`src/hw/rtl/ftcr_pkg.sv`:
```
// Shared types and constants for the frame table with clock eviction.
// No dependencies.
`default_nettype none
package ftcr_pkg;
	localparam int TableEntries = 64;
	localparam int SlotBits = $clog2(TableEntries);
	localparam int FrameBits = 20;
	localparam int OwnerBits = 8;
	localparam int VpageBits = 20;

	typedef logic [2:0] opcode_t;
	localparam opcode_t OP_INSERT = 3'd0;
	localparam opcode_t OP_FREE = 3'd1;
	localparam opcode_t OP_FIND = 3'd2;
	localparam opcode_t OP_FIND_ADD = 3'd3;
	localparam opcode_t OP_PIN = 3'd4;
	localparam opcode_t OP_TOUCH = 3'd5;
	localparam opcode_t OP_EVICT = 3'd6;

	typedef logic [1:0] status_t;
	localparam status_t ST_OK = 2'd0;
	localparam status_t ST_FULL = 2'd1;
	localparam status_t ST_NOT_FOUND = 2'd2;
	localparam status_t ST_NO_VICTIM = 2'd3;

	typedef enum logic [3:0] {
		S_IDLE, S_SCAN_RD, S_SCAN, S_PASS2_RD, S_PASS2, S_WRITE,
		S_EV_RD, S_EV_CHK, S_CNT_RD, S_CNT, S_DONE
	} state_t;

	// controller -> datapath
	typedef struct packed {
		logic load_req;    // capture request
		logic clr_scan;    // clear per-pass scan results
		logic rd_en;       // read slot rd_addr
		logic [SlotBits-1:0] rd_addr;
		logic eval_scan;   // evaluate read slot for pass 1 / pass 2
		logic eval_pass2;
		logic eval_cnt;    // evaluate read slot for refcount of victim
		logic ev_take;     // latch current read as evict candidate
		logic ev_clear_acc;
		logic commit;      // final state update
		logic evict_commit;
		logic no_victim;
		logic hand_adv;
	} ftcr_cmd_t;

	// datapath -> controller
	typedef struct packed {
		opcode_t op;
		logic [SlotBits-1:0] hand;
		logic ev_skip;     // read slot free, pinned or accessed
		logic ev_accessed;
		logic cnt_multi;   // victim frame has another mapping
	} ftcr_sts_t;
endpackage
`default_nettype wire

```
`src/hw/rtl/ftcr_ctrl.sv`:
```
// Sequencer for table scans and the clock hand walk.
// Depends on ftcr_pkg.
`default_nettype none
module ftcr_ctrl (
	input  wire logic clk,
	input  wire logic arst_n,
	input  wire logic in_valid,
	output logic in_stall,
	output logic out_valid,
	input  wire logic out_stall,
	output ftcr_pkg::ftcr_cmd_t cmd,
	input  wire ftcr_pkg::ftcr_sts_t sts
);
	ftcr_pkg::state_t state_q, state_d;
	logic [ftcr_pkg::SlotBits:0] idx_q, idx_d;
	logic [ftcr_pkg::SlotBits+1:0] evn_q, evn_d;
	logic ov_q, ov_d;
	localparam logic [ftcr_pkg::SlotBits:0] LastIdx =
		(ftcr_pkg::SlotBits+1)'(ftcr_pkg::TableEntries - 1);
	localparam logic [ftcr_pkg::SlotBits+1:0] EvLimit =
		(ftcr_pkg::SlotBits+2)'(2 * ftcr_pkg::TableEntries);

	always_ff @(posedge clk or negedge arst_n) begin
		if (!arst_n) begin
			state_q <= ftcr_pkg::S_IDLE;
			idx_q <= '0;
			evn_q <= '0;
			ov_q <= 1'b0;
		end else begin
			state_q <= state_d;
			idx_q <= idx_d;
			evn_q <= evn_d;
			ov_q <= ov_d;
		end
	end

	assign out_valid = ov_q;
	assign in_stall = (state_q != ftcr_pkg::S_IDLE) || ov_q;

	always_comb begin
		state_d = state_q;
		idx_d = idx_q;
		evn_d = evn_q;
		ov_d = ov_q && out_stall;
		cmd = '0;
		cmd.rd_addr = idx_q[ftcr_pkg::SlotBits-1:0];
		unique case (state_q)
			ftcr_pkg::S_IDLE: begin
				if (in_valid && !in_stall) begin
					cmd.load_req = 1'b1;
					cmd.clr_scan = 1'b1;
					idx_d = '0;
					evn_d = '0;
					state_d = ftcr_pkg::S_SCAN_RD;
				end
			end
			ftcr_pkg::S_SCAN_RD: begin
				if (sts.op == ftcr_pkg::OP_EVICT) begin
					state_d = ftcr_pkg::S_EV_RD;
				end else begin
					cmd.rd_en = 1'b1;
					state_d = ftcr_pkg::S_SCAN;
				end
			end
			ftcr_pkg::S_SCAN: begin
				cmd.eval_scan = 1'b1;
				if (idx_q == LastIdx) begin
					idx_d = '0;
					state_d = ftcr_pkg::S_PASS2_RD;
				end else begin
					idx_d = idx_q + 1'b1;
					cmd.rd_en = 1'b1;
					cmd.rd_addr = idx_d[ftcr_pkg::SlotBits-1:0];
				end
			end
			ftcr_pkg::S_PASS2_RD: begin
				if (sts.op == ftcr_pkg::OP_FREE) begin
					cmd.rd_en = 1'b1;
					state_d = ftcr_pkg::S_PASS2;
				end else begin
					state_d = ftcr_pkg::S_WRITE;
				end
			end
			ftcr_pkg::S_PASS2: begin
				// free needs the full refcount before picking by owner
				cmd.eval_pass2 = 1'b1;
				if (idx_q == LastIdx) begin
					state_d = ftcr_pkg::S_WRITE;
				end else begin
					idx_d = idx_q + 1'b1;
					cmd.rd_en = 1'b1;
					cmd.rd_addr = idx_d[ftcr_pkg::SlotBits-1:0];
				end
			end
			ftcr_pkg::S_WRITE: begin
				cmd.commit = 1'b1;
				state_d = ftcr_pkg::S_DONE;
			end
			ftcr_pkg::S_EV_RD: begin
				if (evn_q == EvLimit) begin
					cmd.no_victim = 1'b1;
					state_d = ftcr_pkg::S_DONE;
				end else begin
					cmd.rd_en = 1'b1;
					cmd.rd_addr = sts.hand;
					state_d = ftcr_pkg::S_EV_CHK;
				end
			end
			ftcr_pkg::S_EV_CHK: begin
				cmd.hand_adv = 1'b1;
				evn_d = evn_q + 1'b1;
				if (sts.ev_skip) begin
					cmd.ev_clear_acc = sts.ev_accessed;
					state_d = ftcr_pkg::S_EV_RD;
				end else begin
					cmd.ev_take = 1'b1;
					cmd.clr_scan = 1'b1;
					idx_d = '0;
					state_d = ftcr_pkg::S_CNT_RD;
				end
			end
			ftcr_pkg::S_CNT_RD: begin
				cmd.rd_en = 1'b1;
				state_d = ftcr_pkg::S_CNT;
			end
			ftcr_pkg::S_CNT: begin
				cmd.eval_cnt = 1'b1;
				if (idx_q == LastIdx) begin
					state_d = ftcr_pkg::S_WRITE;
				end else begin
					idx_d = idx_q + 1'b1;
					cmd.rd_en = 1'b1;
					cmd.rd_addr = idx_d[ftcr_pkg::SlotBits-1:0];
				end
				if (sts.cnt_multi && idx_q == LastIdx) begin
					state_d = ftcr_pkg::S_EV_RD;
				end
				if (!sts.cnt_multi && idx_q == LastIdx) begin
					cmd.evict_commit = 1'b1;
					state_d = ftcr_pkg::S_DONE;
				end
			end
			ftcr_pkg::S_DONE: begin
				ov_d = 1'b1;
				state_d = ftcr_pkg::S_IDLE;
			end
			default: state_d = ftcr_pkg::S_IDLE;
		endcase
	end
endmodule
`default_nettype wire

```
`config.mk`:
```
export PLATFORM = sky130hd
export DESIGN_NAME = ftcr_ctrl
export DESIGN_NICKNAME = d
export VERILOG_FILES = /design/src/hw/rtl/ftcr_pkg.sv /design/src/hw/rtl/ftcr_ctrl.sv
export SDC_FILE = /design/constraint.sdc
export NUM_CORES = 1
export LEC_CHECK = 0
export BUFFER_PORTS_ARGS = -buffer_cell sky130_fd_sc_hd__buf_2
export CAP_MARGIN = 25
export CORE_MARGIN = 1.5
export CORE_UTILIZATION = 58
export CTS_CLUSTER_DIAMETER = 50
export DETAILED_ROUTE_END_ITERATION = 10
export GPL_TIMING_DRIVEN = 0
export PLACE_DENSITY = 0.85
export SETUP_SLACK_MARGIN = 0.2
export SYNTH_ARGS = -nofsm -noshare
export SYNTH_HDL_FRONTEND = slang
export SYNTH_SLANG_ARGS = --single-unit
export TNS_END_PERCENT = 20
```
`constraint.sdc`:
```
create_clock -name clk -period 3 [get_ports clk]
set_input_delay 0.6 -clock clk [delete_from_list [all_inputs] [get_ports clk]]
set_output_delay 0.6 -clock clk [all_outputs]
set_load 0.02 [all_outputs]
```
==> results.json, run 1 <==
{
  "status": "completed",
  "ys_seq_elements": 20,
  "die_h_um": 54.78,
  "slew_headroom_pct": 64.62,
  "drive_gt1_share_pct": 32.89,
  "rsz0062_at_grt": "yes",
  "htreeDepth": 1,
  "grt_max_degree": 21,
  "hpwl_um": 2968,
  "antenna_cells": 0,
  "synth_edf_count": 0,
  "vias": 1627,
  "synth.largest_area_cell": "dfrtp_1",
  "drc": 0,
  "clk_latency_ps": 310,
  "synth_flop_cell": "dfrtp_1",
  "path_common_cell": "buf_2",
  "arrival_ps": 2180,
  "synth.area.top_cells": "dfrtp_1 (32%), o21ai_0 (5.8%), nand2_1 (4.3%)",
  "dr.max_layer_used": "met4",
  "syn_area_um2": 1555,
  "fmax_mhz": 359.9,
  "startpoint_type": "flop",
  "synthTopCellsByCount": "dfrtp_1 (20), nand2_1 (18), o21ai_0 (18)",
  "cts_tree": "done",
  "totalWireLength_um": 4219,
  "fin_crit_ps": 2779,
  "finalCritPeriodShare_pct": 92.62,
  "hold_buffers": 0,
  "initial_core_util_pct": 62.21,
  "clk_pin_slew_ps": 130,
  "yosysWarnings": 0,
  "syn_nets": 201,
  "tns_ps": 0,
  "portBuffers": 35,
  "leakagePower_uw": 0.0009078,
  "cts_buffer_depth": 2,
  "critPathBufInv": 3,
  "finalSetupViolCount": 0,
  "dr_wl_met3_um": 323,
  "chipWidth_um": 54.78,
  "path_max_fanout": 10,
  "met1_length_um": 1818,
  "drt-initial-drc-count": 75,
  "gp_congestion": 0.9462,
  "end_kind": "output pin",
  "cp_top_family": "compound AO/OA/AOI/OAI gates",
  "grt_pass1_wl_um": 6541,
  "io-pin-count": 36,
  "synth_cell_types": 52,
  "cts-root-buf": "clkbuf_4",
  "worst_slew_pin_slew_ps": 526.6,
  "syn2layout_area_growth_pct": 24.05,
  "cts_sinks": 20,
  "overflow": 0,
  "p_total_uw": 1886,
  "yosysSeqAreaShare_pct": 32.18,
  "crit_slowest_cell": "dfrtp_2",
  "cts_inserted_buffers": 3,
  "firstDrtPassIters": 5,
  "num_rows": 18,
  "cap_violations": 0,
  "post-synth-top-count-cell": "dfrtp_1",
  "max_stage_delay_ps": 470,
  "routedWlPerCell_um": 16.35,
  "antenna_found_initial": 0,
  "worstHoldPathType": "primary input to asynchronous set/reset pin",
  "worstPathRequired_ps": 2400,
  "skew_ps": 8.851,
  "crit_chain": "buf_2 -> nor2_1 -> o21ai_2 -> o211ai_1 -> buf_4 -> a221o_1 -> buf_2",
  "routed_via_density": 6.306,
  "syn-instance-count": 182,
  "dr_wl_met2_um": 2022,
  "final_max_slew_viol_count": 0,
  "grtUsageTotal_pct": 29.95,
  "yosysTopAreaCellShare_pct": 32.18,
  "hold_viol": 0,
  "vdd_ir_drop_max_mv": 0.6673,
  "nets": 248,
  "grt_pass1_vias": 1397,
  "powerDensity_nw_per_um2": 977.6,
  "core_area_um2": 2500,
  "postSynthAreaPerCell_um2": 8.545,
  "path_class": "flop to output pin",
  "ant_nets": 0,
  "dieArea_um2": 3001,
  "ys_async_sr_fraction_pct": 100.0
}
-- final timing paths --
check | endpoint | startpoint | slack (ps) | cells past startpoint
max | cmd[10] | state_q[1] | 220 | 7
min | state_q[3] | arst_n | 210 | 1
max reg2reg | state_q[0] | evn_q[0] | 1030 | 9
min reg2reg | evn_q[7] | evn_q[7] | 520 | 1
max in group asynchronous | evn_q[0] | arst_n | 2450 | 1
min in group clk | out_valid | out_stall | 510 | 3
-- layer usage --
metal,vias up,global-route usage (%)
met5,-,0
met4,0,8.333
met3,8,2.732
met2,84,50.00
met1,753,41.03
li1,782,-
-- state kept, by name, summed over array words and instances (netlist names) --
| signal | count |
|---|---|
| evn_q | 8 |
| idx_q | 7 |
| state_q | 4 |
| out_valid | 1 |
-- metrics by stage --
step | instance area, um2 | utilization (%) | hold slack (ps) | worst slack (ps) | std cells
floorplan | 1555 | - | 304.4 | 683.3 | 182
finish | 1929 | 77.18 | 212.4 | 221.4 | 258
detailed placement | 1768 | 70.72 | 486.3 | 220.8 | 247
CTS | 1859 | 74.37 | 224.0 | 191.4 | 253
global route | 1929 | 77.18 | 254.7 | 132.4 | 258
global placement | 1768 | 70.72 | 472.5 | 320.2 | 247
-- layout make-up --
cell class,instances,area (um2)
fillers,183,570.5
well taps,30,37.54
clock buffers,3,22.52
multi-input cells,142,1006
inverters,10,37.54
plain buffers,10,63.81
repair buffers,42,227.7
clock inverters,1,30.03
flip-flops and latches,20,504.2
-- layout by cell type (no fill, tap or decap), types with 2 or more instances in the layout --
cell	Yosys	final
a21o_1	4	4
a21oi_1	8	8
a221o_1	6	6
a221oi_1	2	2
a22oi_1	5	5
a31oi_1	4	4
and3_1	3	3
buf_2	6	41
buf_4	2	8
buf_6	1	2
clkbuf_4	0	3
dfrtp_1	20	17
dfrtp_2	0	3
ha_1	3	2
inv_1	8	8
inv_2	2	2
nand2_1	18	18
nand2b_1	4	4
nand3_1	5	5
nand4_1	5	5
nand4b_1	2	2
nor2_1	10	10
nor2b_1	3	3
nor3_1	5	5
nor4b_4	2	2
o211ai_1	4	4
o21ai_0	18	18
o31ai_1	3	3
o32ai_1	2	2
or2_2	3	3
-- repair_timing --
item,in CTS,in global routing
gates resized for setup,4,7
pin swaps,4,2
endpoints found under the setup margin,7,9
setup buffers,2,5
-- power by group --
part           total, uW  switching [uW]  internal, uW
combinational       1230             722           504
clock                228            93.1           135
sequential           432            98.2           334
total               1890             914           973
-- kinds of logic after synthesis --
family / synth area share [%]
DFF: 32.18
and+or+nand+nor: 28.48
xor gates and xnor gates: 0.5633
AOI/OAI and AO/OA: 30.09
adders and majority gates: 2.414
buffers and inverters: 6.275
Note: power is estimated with default switching activity, not from simulation.
==> inputs of run 2 (changes only) <==
Settings changed: PLACE_DENSITY 0.85 to default, PLACE_DENSITY_LB_ADDON from default to 0.08.
==> results.json, run 2 (synthesis results as in run 1) <==
{
  "routed_via_density": 6.486,
  "hpwl_um": 2964,
  "regMostFlops": "evn_q",
  "cts-root-buf": "clkbuf_4",
  "grt_max_degree": 21,
  "overflow": 0,
  "cts_sinks": 20,
  "clk_pin_slew_ps": 130,
  "chipWidth_um": 54.78,
  "rsz0062_at_grt": "yes",
  "largest_reg_flops": 8,
  "grtUsageTotal_pct": 28.30,
  "grt_pass1_vias": 1375,
  "arrival_ps": 2190,
  "initial_core_util_pct": 62.21,
  "leakagePower_uw": 0.0008903,
  "finalCritPeriodShare_pct": 92.93,
  "fin_crit_ps": 2788,
  "worst_slew_pin_slew_ps": 607.9,
  "powerDensity_nw_per_um2": 980.5,
  "gp_congestion": 0.9040,
  "cts_buffer_depth": 2,
  "end_kind": "output pin",
  "die_h_um": 54.78,
  "vdd_ir_drop_max_mv": 0.6905,
  "syn2layout_area_growth_pct": 20.76,
  "startpoint_type": "flop",
  "worstHoldPathType": "primary input to asynchronous set/reset pin",
  "most-common-layout-cells": "buf_2 (41), dfrtp_1 (19), nand2_1 (18), o21ai_0 (18), nor2_1 (10)",
  "portBuffers": 35,
  "path_class": "flop to output pin",
  "htreeDepth": 1,
  "slew_headroom_pct": 59.40,
  "drt-initial-drc-count": 55,
  "final_max_slew_viol_count": 0,
  "cts_tree": "done",
  "drive_gt1_share_pct": 30.67,
  "antenna_cells": 0,
  "path_max_fanout": 5,
  "holdWs_ps": 224.5,
  "worstPathRequired_ps": 2400,
  "vias": 1654,
  "cts_inserted_buffers": 3,
  "tns_ps": 0,
  "clk_latency_ps": 310,
  "drc": 0,
  "firstDrtPassIters": 7,
  "grt_pass1_wl_um": 6092,
  "fmax_mhz": 358.7,
  "final_common_cell": "buf_2",
  "core_area_um2": 2500,
  "largestRegisters": "evn_q (8), idx_q (7), state_q (4)",
  "finalSetupViolCount": 0,
  "status": "completed",
  "hold_viol": 0,
  "num_rows": 18,
  "cap_violations": 0,
  "nets": 245,
  "totalWireLength_um": 4113,
  "routedWlPerCell_um": 16.13,
  "dieArea_um2": 3001,
  "io-pin-count": 36,
  "ant_nets": 0,
  "skew_ps": 6.714,
  "antenna_found_initial": 0
}
==> run 2: what timing repair did <==
item | CTS | global route
setup buffers | 1 | 3
resized for setup | 3 | 2
endpoints found under the setup margin | 7 | 9
hold buffers | 0 | 0
pin swaps | 2 | 2
cloned | 0 | 0
==> run 2: layer usage <==
layer | global-route usage [%] | part of all wire (%) | wire (um)
met3 | 2.459 | 6.9 | 285
met2 | 47.82 | 50 | 2047
met1 | 36.55 | 41 | 1690
met4 | 12.08 | 2.2 | 91
met5 | 0 | 0 | 0
==> run 2: critical path: stages, from the launching register on <==
cell and delay (ps):
dfrtp_1 450, inv_1 100, ha_1 140, nor4bb_4 340
nand4_1 230, o211ai_1 160, buf_4 160, a221o_1 130
buf_2 160
==> run 2: metrics by stage <==
step,total power [uW],utilization [%],area [um2],cells,setup slack (ps)
6_report,1841,75.13,1878,255,212.2
5_1_grt,1956,75.13,1878,255,53.08
4_1_cts,1772,73.77,1844,252,227.7
3_5_place_dp,1520,70.72,1768,247,353.8
3_3_place_gp,1480,70.72,1768,247,369.8
2_1_floorplan,1237,-,1555,182,683.3
==> run 2: worst paths after layout <==
kind	startpoint	endpoint	slack, ps	cells after the start
setup / recovery	evn_q[1]	cmd[10]	210	8
hold / removal	arst_n	idx_q[2]	220	1
setup reg to reg	idx_q[0]	state_q[3]	1060	6
hold reg to reg	evn_q[7]	evn_q[7]	500	1
max in group asynchronous	arst_n	state_q[1]	2420	1
min in group clk	evn_q[7]	evn_q[7]	500	1
==> run 2: area by class of cell <==
cell class                 instances  area [um2]
timing repair buffer              39       205.2
multi-input combinational        142       983.4
clock buffer                       3       22.52
tap                               30       37.54
inverter                          10       37.54
clock inverter                     1       30.03
sequential                        20       501.7
fill                             199       621.8
buffer                            10       60.06
==> run 2: power by group <==
group	switching (uW)	internal, uW	leakage, uW
Sequential	87.5	332	0.000270
Combinational	713	480	0.000592
Clock	93.9	135	0.0000279
Total	894	947	0.000890
==> inputs of run 3 (changes only) <==
Settings changed: ABC_AREA from default to 1, CORE_MARGIN 1.5 to 2.
==> results.json, run 3 <==
{
  "antenna_cells": 0,
  "syn_area_um2": 1572,
  "core_area_um2": 2522,
  "largestRegisters": "evn_q (8), idx_q (7), state_q (4)",
  "syn_nets": 275,
  "drc": 0,
  "use_met1_pct": 35.03,
  "reg2reg_slack_ps": 1210,
  "rsz0062_at_grt": "no",
  "final_common_cell": "nand2_1",
  "end_kind": "output pin",
  "overflow": 0,
  "synthTopCellsByCount": "nand2_1 (93), inv_1 (32), nor2_1 (30)",
  "antenna_found_initial": 0,
  "pwr-share-seq_pct": 27.3,
  "pwr-share-clk_pct": 8.2,
  "die_h_um": 56.05,
  "top_usage_layer": "met2",
  "gp_congestion": 0.9290,
  "synth_flop_cell": "dfrtp_1",
  "synth.largest_area_cell": "dfrtp_1",
  "leakagePower_uw": 0.001057,
  "grt_pass1_wl_um": 6713,
  "dp_worst_setup_slack_ps": 675.5,
  "cts_tree": "done",
  "finalSetupViolCount": 0,
  "vdd_ir_drop_max_mv": 0.6740,
  "dieArea_um2": 3142,
  "ys_seq_elements": 20,
  "postSynthAreaPerCell_um2": 6.139,
  "synth.area.top_cells": "dfrtp_1 (32%), nand2_1 (22%), inv_1 (7.6%)",
  "fmax_mhz": 377.1,
  "worst_slew_pin_slew_ps": 485.6,
  "yosysWarnings": 0,
  "regArea_um2": 500.5,
  "startpoint_type": "flop",
  "regMostFlops": "evn_q",
  "p_int_uw": 726.9,
  "holdWs_ps": 234.1,
  "ant_nets": 0,
  "synth_edf_count": 0,
  "skew_ps": 5.160,
  "grt_use_met2_pct": 43.53,
  "firstDrtPassIters": 4,
  "hold_viol": 0,
  "arrival_ps": 2050,
  "drt-initial-drc-count": 105,
  "worstHoldPathType": "primary input to asynchronous set/reset pin",
  "grt_max_degree": 21,
  "status": "completed",
  "tns_ps": 0,
  "clk_latency_ps": 300,
  "grt_use_met3_pct": 3.488,
  "htreeDepth": 1,
  "swShare_pct": 56.01,
  "num_rows": 18,
  "setup_slack_ps": 348.3,
  "io-pin-count": 36,
  "worstPathRequired_ps": 2400,
  "path_class": "flop to output pin",
  "totalWireLength_um": 4002,
  "finalCritPeriodShare_pct": 88.39,
  "syn-instance-count": 256,
  "power_frac_comb_pct": 64.5,
  "cts_inserted_buffers": 3,
  "cts_buffer_depth": 2,
  "fillers": 237,
  "grtUsageTotal_pct": 26.22,
  "post-synth-top-count-cell": "nand2_1",
  "hold_buffers": 0,
  "final_max_slew_viol_count": 0,
  "grt_pass1_vias": 1595,
  "hpwl_um": 3112,
  "final_core_util_pct": 71.73,
  "slew_headroom_pct": 67.63,
  "synth_cell_types": 24,
  "largest_reg_flops": 8,
  "cts-root-buf": "clkbuf_4",
  "yosysTopAreaCellShare_pct": 31.85,
  "cts_sinks": 20,
  "initial_core_util_pct": 62.30,
  "syn2layout_area_growth_pct": 15.13,
  "chipWidth_um": 56.05,
  "multiInputGateArea_um2": 942.2,
  "most-common-layout-cells": "nand2_1 (93), buf_2 (35), inv_1 (32), nor2_1 (29), nand3_1 (21)",
  "yosysSeqAreaShare_pct": 31.85,
  "vias": 1747,
  "path_max_fanout": 5,
  "routedWlPerCell_um": 12.35,
  "routed_via_density": 5.392,
  "drive_gt1_share_pct": 19.05,
  "nets": 315,
  "cap_violations": 0,
  "clk_pin_slew_ps": 120,
  "portBuffers": 35,
  "ys_async_sr_fraction_pct": 100.0,
  "p_sw_uw": 925.5,
  "powerDensity_nw_per_um2": 913.3,
  "fin_crit_ps": 2652
}
-- run 3: cell count changes in the layout (fill, tap and decap cells not counted), sizes merged, moves of 6 or more --
| cell | previous run | this run |
|---|---|---|
| nand2 | 18 | 98 |
| nor2 | 10 | 36 |
| inv | 10 | 35 |
| nand3 | 5 | 22 |
| buf | 48 | 35 |
| a221o | 6 | 0 |
-- run 3: path summary, 6_finish.rpt --
check | startpoint | cells past startpoint | end
worst max register to register | idx_q[0] | 9 | idx_q[6]
worst min-delay path | arst_n | 1 | state_q[3]
worst min register to register | out_valid | 2 | out_valid
worst max-delay path | evn_q[0] | 9 | cmd[12]
min in group clk | out_stall | 3 | out_valid
max in group asynchronous | arst_n | 1 | evn_q[1]
-- run 3: critical path: stages, from the launching register on --
cell and delay, ps:
dfrtp_1 420, inv_1 100, ha_1 180, nand3_1 170, nor2_2 210, nand2_1 150
o21ai_1 200, nand2_1 90, nand3_1 70, buf_2 160
-- run 3: cells by family after synthesis --
logic type                 count (synthesis)  synth area share [%]
buffers and inverters                     35                 8.360
DFF                                       20                 31.85
and+or+nand+nor                          168                 46.26
xor gates and xnor gates                   4                 2.230
adders and majority gates                  3                 2.389
AOI/OAI and AO/OA                         26                 8.916
-- run 3: metal layers --
layer	share of wire, %	vias up
met5	0	-
met4	1.5	0
met3	6.4	8
met2	46	65
met1	46	790
li1	-	884
-- run 3: cell type report --
type                    instances  share of cell area (%)
multi-input cells             201                   52.07
inverters                      35                   7.261
clock buffers                   3                   1.245
repair buffers                 35                   9.682
flip-flops and latches         20                   27.66
well taps                      30                   2.075
-- run 3: power by group through the flow --
stage | combinational [uW] | sequential (uW) | clock (uW)
6_report | 1070 | 451 | 135
3_3_place_gp | 1040 | 455 | 0
3_5_place_dp | 1050 | 454 | 0
5_1_grt | 1190 | 466 | 140
2_1_floorplan | 769 | 437 | 0
4_1_cts | 1060 | 449 | 132
-- run 3: repair_timing --
item / in CTS / in global routing
setup buffers: 0 / 0
hold endpoints to repair: 0 / 0
endpoints found under the setup margin: 0 / 3
resized for setup: 0 / 2
-- run 3: per-stage QoR --
stage / instances / power, uW / area (um2)
after CTS: 324 / 1638 / 1807
final: 324 / 1652 / 1809
after detailed placement: 321 / 1507 / 1784
after global placement: 321 / 1499 / 1784
after global routing: 324 / 1797 / 1809
after floorplan: 256 / 1206 / 1572
